### src/rtl/aesccm_pkg.sv
`default_nettype none
package aesccm_pkg;

  localparam int AES_ROUNDS = 10;
  localparam int RND_W = $clog2(AES_ROUNDS + 1);

  // input command codes
  localparam logic [2:0] CMD_START    = 3'd0;
  localparam logic [2:0] CMD_ASSOC    = 3'd1;
  localparam logic [2:0] CMD_ENCRYPT  = 3'd2;
  localparam logic [2:0] CMD_DECRYPT  = 3'd3;
  localparam logic [2:0] CMD_FIN_ENC  = 3'd4;
  localparam logic [2:0] CMD_FIN_DEC  = 3'd5;

  typedef struct packed {
    logic [2:0]  cmd;
    logic [63:0] data_high;
    logic [63:0] data_low;
    logic [4:0]  byte_count;
  } in_item_t;

  typedef struct packed {
    logic [63:0] result_high;
    logic [63:0] result_low;
    logic [4:0]  result_bytes;
    logic [1:0]  status;
  } out_item_t;

  typedef enum logic [2:0] {
    OP_START,
    OP_ASSOC,
    OP_ENC,
    OP_DEC,
    OP_FIN_ENC,
    OP_FIN_DEC
  } op_t;

  // classified item passed from front to back
  typedef struct packed {
    op_t          op;
    logic [127:0] data;
    logic [4:0]   cnt;
  } cmd_item_t;

  typedef struct packed {
    logic [63:0] key_high;
    logic [63:0] key_low;
    logic [39:0] nonce_high;
    logic [63:0] nonce_low;
    logic [3:0]  nonce_bytes;
    logic [4:0]  tag_bytes;
    logic [63:0] assoc_length;
    logic [63:0] payload_length;
  } cfg_t;

  // forward s-box, byte 0 in the top bits
  localparam logic [2047:0] SBOX_TABLE = {
    256'h637c777bf26b6fc53001672bfed7ab76ca82c97dfa5947f0add4a2af9ca472c0,
    256'hb7fd9326363ff7cc34a5e5f171d8311504c723c31896059a071280e2eb27b275,
    256'h09832c1a1b6e5aa0523bd6b329e32f8453d100ed20fcb15b6acbbe394a4c58cf,
    256'hd0efaafb434d338545f9027f503c9fa851a3408f929d38f5bcb6da2110fff3d2,
    256'hcd0c13ec5f974417c4a77e3d645d197360814fdc222a908846eeb814de5e0bdb,
    256'he0323a0a4906245cc2d3ac629195e479e7c8376d8dd54ea96c56f4ea657aae08,
    256'hba78252e1ca6b4c6e8dd741f4bbd8b8a703eb5664803f60e613557b986c11d9e,
    256'he1f8981169d98e949b1e87e9ce5528df8ca1890dbfe6426841992d0fb054bb16
  };

  function automatic logic [7:0] sbox(input logic [7:0] x);
    return SBOX_TABLE[(255 - int'(x)) * 8 +: 8];
  endfunction

  function automatic logic [7:0] xt(input logic [7:0] x);
    return {x[6:0], 1'b0} ^ (x[7] ? 8'h1b : 8'h00);
  endfunction

  // mask of the first cnt bytes, cnt up to 16
  function automatic logic [127:0] byte_mask(input logic [4:0] cnt);
    return ~({128{1'b1}} >> {cnt, 3'b000});
  endfunction

  // one aes round: subbytes, shiftrows, mixcolumns unless last, add key
  function automatic logic [127:0] aes_round(input logic [127:0] s,
                                             input logic [127:0] rk,
                                             input logic last);
    logic [7:0] b [16];
    logic [7:0] t [16];
    logic [127:0] o;
    logic [7:0] a0, a1, a2, a3;
    for (int i = 0; i < 16; i++) b[i] = sbox(s[127 - 8 * i -: 8]);
    for (int c = 0; c < 4; c++)
      for (int i = 0; i < 4; i++) t[i + 4 * c] = b[i + 4 * ((c + i) & 3)];
    for (int c = 0; c < 4; c++) begin
      a0 = t[4 * c];
      a1 = t[4 * c + 1];
      a2 = t[4 * c + 2];
      a3 = t[4 * c + 3];
      if (last) begin
        o[127 - 32 * c -: 32] = {a0, a1, a2, a3};
      end else begin
        o[127 - 32 * c -: 8] = xt(a0) ^ xt(a1) ^ a1 ^ a2 ^ a3;
        o[119 - 32 * c -: 8] = a0 ^ xt(a1) ^ xt(a2) ^ a2 ^ a3;
        o[111 - 32 * c -: 8] = a0 ^ a1 ^ xt(a2) ^ xt(a3) ^ a3;
        o[103 - 32 * c -: 8] = xt(a0) ^ a0 ^ a1 ^ a2 ^ xt(a3);
      end
    end
    return o ^ rk;
  endfunction

  // next round key from the previous one
  function automatic logic [127:0] key_step(input logic [127:0] rk,
                                            input logic [7:0] rc);
    logic [31:0] tmp, n0, n1, n2, n3;
    tmp = {sbox(rk[23:16]), sbox(rk[15:8]), sbox(rk[7:0]), sbox(rk[31:24])};
    tmp = tmp ^ {rc, 24'h000000};
    n0 = rk[127:96] ^ tmp;
    n1 = rk[95:64] ^ n0;
    n2 = rk[63:32] ^ n1;
    n3 = rk[31:0] ^ n2;
    return {n0, n1, n2, n3};
  endfunction

endpackage
`default_nettype wire

### src/rtl/aesccm_front.sv
`default_nettype none
module aesccm_front import aesccm_pkg::*; (
  input  wire        clk,
  input  wire        rst,
  input  wire        push,
  output logic       full,
  input  in_item_t   item,
  output logic       q_valid,
  input  wire        q_pop,
  output cmd_item_t  q_item
);

  cmd_item_t  slots [2];
  logic       wr_ptr;
  logic       rd_ptr;
  logic [1:0] count;
  logic [4:0] cnt_sat;
  op_t        op;
  logic       keep;
  logic       wr;

  // classify the item, drop unknown codes and empty payload chunks
  always_comb begin
    cnt_sat = (item.byte_count > 5'd16) ? 5'd16 : item.byte_count;
    op = OP_START;
    keep = 1'b1;
    case (item.cmd)
      CMD_START:   op = OP_START;
      CMD_ASSOC:   op = OP_ASSOC;
      CMD_ENCRYPT: begin
        op = OP_ENC;
        keep = (cnt_sat != 5'd0);
      end
      CMD_DECRYPT: begin
        op = OP_DEC;
        keep = (cnt_sat != 5'd0);
      end
      CMD_FIN_ENC: op = OP_FIN_ENC;
      CMD_FIN_DEC: op = OP_FIN_DEC;
      default:     keep = 1'b0;
    endcase
  end

  assign full = (count == 2'd2);
  assign wr = push && !full && keep;
  assign q_valid = (count != 2'd0);
  assign q_item = slots[rd_ptr];

  // queue pointers
  always_ff @(posedge clk) begin
    if (rst) begin
      wr_ptr <= 1'b0;
      rd_ptr <= 1'b0;
      count <= 2'd0;
    end else begin
      if (wr) wr_ptr <= !wr_ptr;
      if (q_pop) rd_ptr <= !rd_ptr;
      count <= count + {1'b0, wr} - {1'b0, q_pop};
    end
  end

  // queue storage
  always_ff @(posedge clk) begin
    if (wr) begin
      slots[wr_ptr].op <= op;
      slots[wr_ptr].data <= {item.data_high, item.data_low};
      slots[wr_ptr].cnt <= cnt_sat;
    end
  end

endmodule
`default_nettype wire

### config.mk
export PLATFORM = sky130hd
export DESIGN_NAME = aesccm_front
export DESIGN_NICKNAME = d
export VERILOG_FILES = /design/src/rtl/aesccm_pkg.sv /design/src/rtl/aesccm_front.sv
export SDC_FILE = /design/constraint.sdc
export NUM_CORES = 1
export LEC_CHECK = 0
export BUFFER_PORTS_ARGS = -buffer_cell sky130_fd_sc_hd__buf_2
export CORE_MARGIN = 8
export CORE_UTILIZATION = 29
export CTS_CLUSTER_DIAMETER = 80
export DETAILED_ROUTE_END_ITERATION = 6
export HOLD_SLACK_MARGIN = 0.05
export SYNTH_ARGS = -nofsm -noshare
export SYNTH_HDL_FRONTEND = slang
export SYNTH_SLANG_ARGS = --single-unit
export TNS_END_PERCENT = 100
### constraint.sdc
create_clock -name clk -period 8.7 [get_ports clk]
set_input_delay 0.435 -clock clk [delete_from_list [all_inputs] [get_ports clk]]
set_output_delay 0.435 -clock clk [all_outputs]
set_load 0.005 [all_outputs]
; ---- Yosys cells after proc, flatten, opt, wreduce, memory -nomap -nowiden
; Memories as Yosys holds them, arrays and structs flattened. A register that Yosys moved wholly into a read port is not among the register bits.
; Cells that the tools add are included.
[classes]
addsub = 2
n_lt_le_gt_ge = 1
n_eq_ne = 6
n_mux = 7
n_reduce_logical = 10
[op_table]
columns = op, n
row1 = one-hot mux 3 bit (5 select lines), 1
row2 = "equality test 3 x 2 -> 1 bit, second input constant", 2
row3 = "equality test 3 bit, second input constant", 2
row4 = "> comparator 5 bit, second input constant", 1
row5 = 2-to-1 mux 5 bit, 1
row6 = nonzero test 5 bit, 1
row7 = 2-to-1 mux 1 bit, 4
row8 = OR reduction 4 bit, 1
row9 = "equality test 3 x 1 -> 1 bit, second input constant", 1
row10 = logical NOT 1 bit, 3
row11 = logical NOT 3 bit, 1
row12 = adder 2 x 1 -> 2 bit, 1
row13 = "equality test 2 bit, second input constant", 1
row14 = logical AND 1 bit, 2
row15 = one-hot mux 1 bit (2 select lines), 1
row16 = nonzero test 2 bit, 1
row17 = OR reduction 2 bit, 1
row18 = subtractor 2 x 1 -> 2 bit, 1
[word_totals]
register_bits = 4
ram_bits = 272
input_bits = 140
output_inout_bits = 138
word_cells = 30
n_memories = 1
[memory_table]
columns = name, words, width, rd, rd_ports_with_merged_regs, wr, line_no
row1 = slots, 2, 136, 1, 1, 1, aesccm_front.sv:13  ; cmd_item_t slots [2];

; ---- Depth between registers and ports, before layout
[depth]
ltp_word = 7
mapped_depth = 11
depth_no_buf = 11

; ---- Worst setup path before layout
; No wires, ideal clock.
[synth_path]
kind = in2reg
startpoint = in item[134] (netlist name)
endpoint = mem slots[0][0] (netlist name), enable pin
setup_time_ns = 0.634
arrival_time_ns = 6.891
t_required_ns = 8.066
slack_ns = 1.175
cell_stages = 6
path_buffers = 0
path_cell_list = inv_1 ha_1 nor3_1 nor4b_2 o41ai_4 nor2_1
[synth_via]
elab_chain_len = 6
word_cells_on_any_way = 12
classes_between = eq/ne (5) / mux (3) / reduce/logical (4)
[synth_lines]
columns = element, line_no
row1 = "start, declared", aesccm_front.sv:7  ; input in_item_t item,
row2 = "equality test 3 bit, or another cell as far along", aesccm_front.sv:27  ; case (item.cmd)
row3 = OR reduction 4 bit (no source line) / OR reduction 2 bit (equally long branches), n/a
row4 = one-hot mux 1 bit (2 select lines) *, aesccm_front.sv:27
row5 = logical AND 1 bit *, aesccm_front.sv:45  ; assign wr = push && !full && keep;
row6 = 2-to-1 mux 1 bit *, aesccm_front.sv:64  ; if (wr) begin
row7 = 2-to-1 mux 1 bit (not written as such) *, aesccm_front.sv:67  ; slots[wr_ptr].cnt <= cnt_sat;
row8 = "end, declared", aesccm_front.sv:13
; Every way passes the cells marked *; elsewhere a longest branch is shown, timed or not.

==> run summary <==
The critical path launch point type is a flop. The tools report the total congestion overflow as 0. The net switching component of the power was 639 uW; the cell count after placement was 1188.

The logs give 41300 um^2 for the area of the die and 464 for the number of instances in the synthesized netlist. The clock transition at the register clock pins on the worst setup and hold paths after CTS was 0.06 ns. The mean number of vias per cell is 4.23. Among all flip-flop cells after synthesis, the most frequent one is edfxtp_1. Detailed placement finished with a half-perimeter wire length of 15600 um. STA classifies the critical path endpoint as a primary output.

The count of pins over their slew limit is 0. The hold violation total from the final report is 0, and the count of buffers from port buffering is 277. For this design the top-level I/O count stands at 278. H-tree depth: 1. In this run, post-CTS hold repair placed 0 buffers. For the worst setup path, the data arrival time is 2.45 ns. In this run the vertical extent of the chip is 203 um. The tools report the number of buffers created by CTS as 29. The routed layout has 5259 vias.

The detail route stage leaves a number of antenna-violating nets equal to 0. TritonCTS built the clock tree. Timing would allow up to 346 MHz.

Power spread over the standard cell area amounts to 228 nW/um^2. The tools report the startpoint of the worst-slack reg-to-reg timing path as count[0]. In this run the static leakage power is 4.70 nW.

The tools report the library cell used as clock root buffer as clkbuf_16. The time the worst path needs with I/O delays and setup is 2.89 ns, and the number of antenna violations at the first check in global routing is 1. The net count reported at finish was 911; the share of Yosys cell area claimed by the top area cell type was 80.4%. Clock tree synthesis found a total of 277 sinks. Of all cell types, the one taking the most synthesized area is edfxtp_1. Adding up every negative setup slack in the final design gives 0 ns.

The global-route wire length before repair came out at 33300 um. Path category of the worst min-delay check: input pin to flop. The instance count along the most critical hold path came out at 1. The tools report the maximum buffer depth of the clock tree as 3. The clock insertion delay at the later pin of the skew report was 0.53 ns. The logs give 5667 for the via count of the first global-routing pass and 5.90 ns for the internal reg-to-reg setup slack. The kind of critical path is flop to primary output. The switching portion of total power is 21.6%. At the worst endpoint, the required time is 8.27 ns. After detailed routing, the total wire length is 22600 um. The pre-antenna-repair detailed-routing pass consisted of 4 iterations.

The clock network fraction of total power is 36.3%, and the final worst-path cycle share is 33.2%. The die is 203 um wide. The worst register-to-register path ends at slots[0][133].

For the standard cell core area, the log shows 34500 um^2. The launch point of the worst hold path is item[7]. The highest net fanout along the worst path is 51.

The run finished with clean final reports. Counting flops with an async set or reset pin after synthesis yields a share of 0%. For this run, design rule violations remaining after detail routing come to 0. The worst hold path terminates at slots[0][7]. The area overhead of the layout relative to synthesis was 27.5%. After clock tree synthesis, the repair step resized 0 gates.

The synthesized design contains 277 register bits. After synthesis, the mean cell area works out to 21.9 um^2. The average detailed-routed wire length per instance works out to 18.2 um. After the first detailed-routing iteration, the DRC count stood at 175. The number of setup violations in the final report came out at 0. Sequential cells were found to cover 81.4% of the synthesized design area. For the final database, setup skew stands at 0.00772 ns. In the post-synthesis netlist, the biggest area contributors are edfxtp_1 80%, mux2_2 15%, dfxtp_1 0.99%. The tools report the routability-driven placement congestion ratio as 0.717. For this configuration, the core starts out at a cell density of 29.4%.

After synthesis, the most frequently instantiated cells are 272 x edfxtp_1, 136 x mux2_2, 11 x clkbuf_1, 7 x ha_1, 7 x nor2_1. The share of total power dissipated in sequential elements is 53.3%. For the filler-free cell count of the finished design, the log shows 1242. Fraction of layout cells with a size suffix above 1: 58.7%. The number of enable flip-flop cells after synthesis was 272; the cell-internal power was 2.32 mW. The standard-cell row count was 68. Cell with the most instances after synthesis: edfxtp_1.

The run gives 10.3% as the overall track demand over capacity in global routing. The worst register-to-register path has a depth of 6. For this run, the number of Yosys warnings is 0.

Part of the power in combinational logic: 10.5%. Synthesis instantiated 20 different standard cells from the library. For the post-CTS setup buffer count, the log shows 0. Synthesis produced a netlist with a net count of 611.

The largest vdd supply drop was 134 uV. The transition time of the tightest slew-check pin came out at 0.739 ns. After synthesis the cells add up to 10200 um^2. Measured against its own limit, the worst slew margin works out to 50.7%. Entering global routing, the biggest net connects 53 pins. Setup repair after global routing left no endpoint under its margin.

For the max-capacitance violation count, the log shows 0.
==> area by class of cell <==
| cell class | count | area [um^2] |
|---|---|---|
| Fill cell | 3314 | 21600 |
| Clock inverter | 9 | 36.3 |
| Inverter | 4 | 15.0 |
| Sequential cell | 277 | 8270 |
| Timing Repair Buffer | 285 | 1450 |
| Tap cell | 455 | 569 |
| Antenna cell | 1 | 2.50 |
| Clock buffer | 44 | 782 |
| Multi-Input combinational cell | 167 | 1820 |
==> metrics by stage <==
stage | instance area (um^2) | util (%) | setup slack (ns) | hold WS (ns) | power [mW]
after detailed placement | 12100 | 35.1 | 5.47 | 0.504 | 1.92
after floorplan | 10200 | - | 1.18 | 0.480 | 1.77
after CTS | 12900 | 37.5 | 5.69 | 0.0517 | 3.01
after global placement | 12100 | 35.1 | 5.53 | 0.501 | 1.92
after global routing | 12900 | 37.5 | 5.62 | 0.0554 | 3.08
final | 12900 | 37.5 | 5.81 | 0.0904 | 2.96
==> cells in the final DEF, fill, tap and decap left out, types with 2 or more instances in the layout <==
cell type    n
nor2_4       2
ha_1         7
mux2_2     136
nor2b_1      5
xnor2_1      2
clkbuf_1    15
inv_1        4
edfxtp_1   272
clkinv_1     7
buf_2      277
clkbuf_16   29
nor2_1       5
clkinv_2     2
buf_4        8
dfxtp_1      4
==> flip-flops by register name, indices dropped and copies added (netlist names), named ones only <==
name / count
count: 2
rd_ptr: 1
slots: 272
wr_ptr: 1
==> critical path, cell delays in order, from the launching register on <==
cell and delay (ns):
dfxtp_4 0.64, buf_4 0.66, mux2_2 0.42, buf_2 0.13
==> power groups by stage <==
stage / logic, mW / registers, mW / clock network [mW]
4_1_cts: 0.320 / 1.58 / 1.11
5_1_grt: 0.339 / 1.58 / 1.16
3_3_place_gp: 0.317 / 1.60 / 0
6_report: 0.310 / 1.57 / 1.07
3_5_place_dp: 0.318 / 1.60 / 0
2_1_floorplan: 0.161 / 1.61 / 0
==> cells by family (layout without fill, tap and decap cells) <==
family	Yosys count	in the layout	synth area share, %
xor gates and xnor gates	3	3	0.259
other	0	1	0
DFF	277	277	81.4
muxes	137	137	15.2
buffers and inverters	20	342	0.801
adders and majority gates	8	8	0.961
and+or+nand+nor	18	18	1.10
AOI/OAI and AO/OA	1	1	0.271
==> layer usage <==
layer	vias to the layer above	track usage (%)	wire length, um
met1	2614	12.6	9270
met5	-	0	0
met2	174	17.3	11100
met4	0	3.63	485
met3	33	3.05	1710
li1	2438	-	-
==> worst max-delay path by stage <==
stage	to	slack [ns]	cells past startpoint
after floorplan	slots[0][0]	1.18	6
after global placement	slots[0][132]	5.53	9
after detailed placement	slots[0][125]	5.47	9
after CTS	q_item[85]	5.69	3
after global routing	q_item[2]	5.62	3
final	q_item[17]	5.81	3
(Power assumes the default switching activity.)
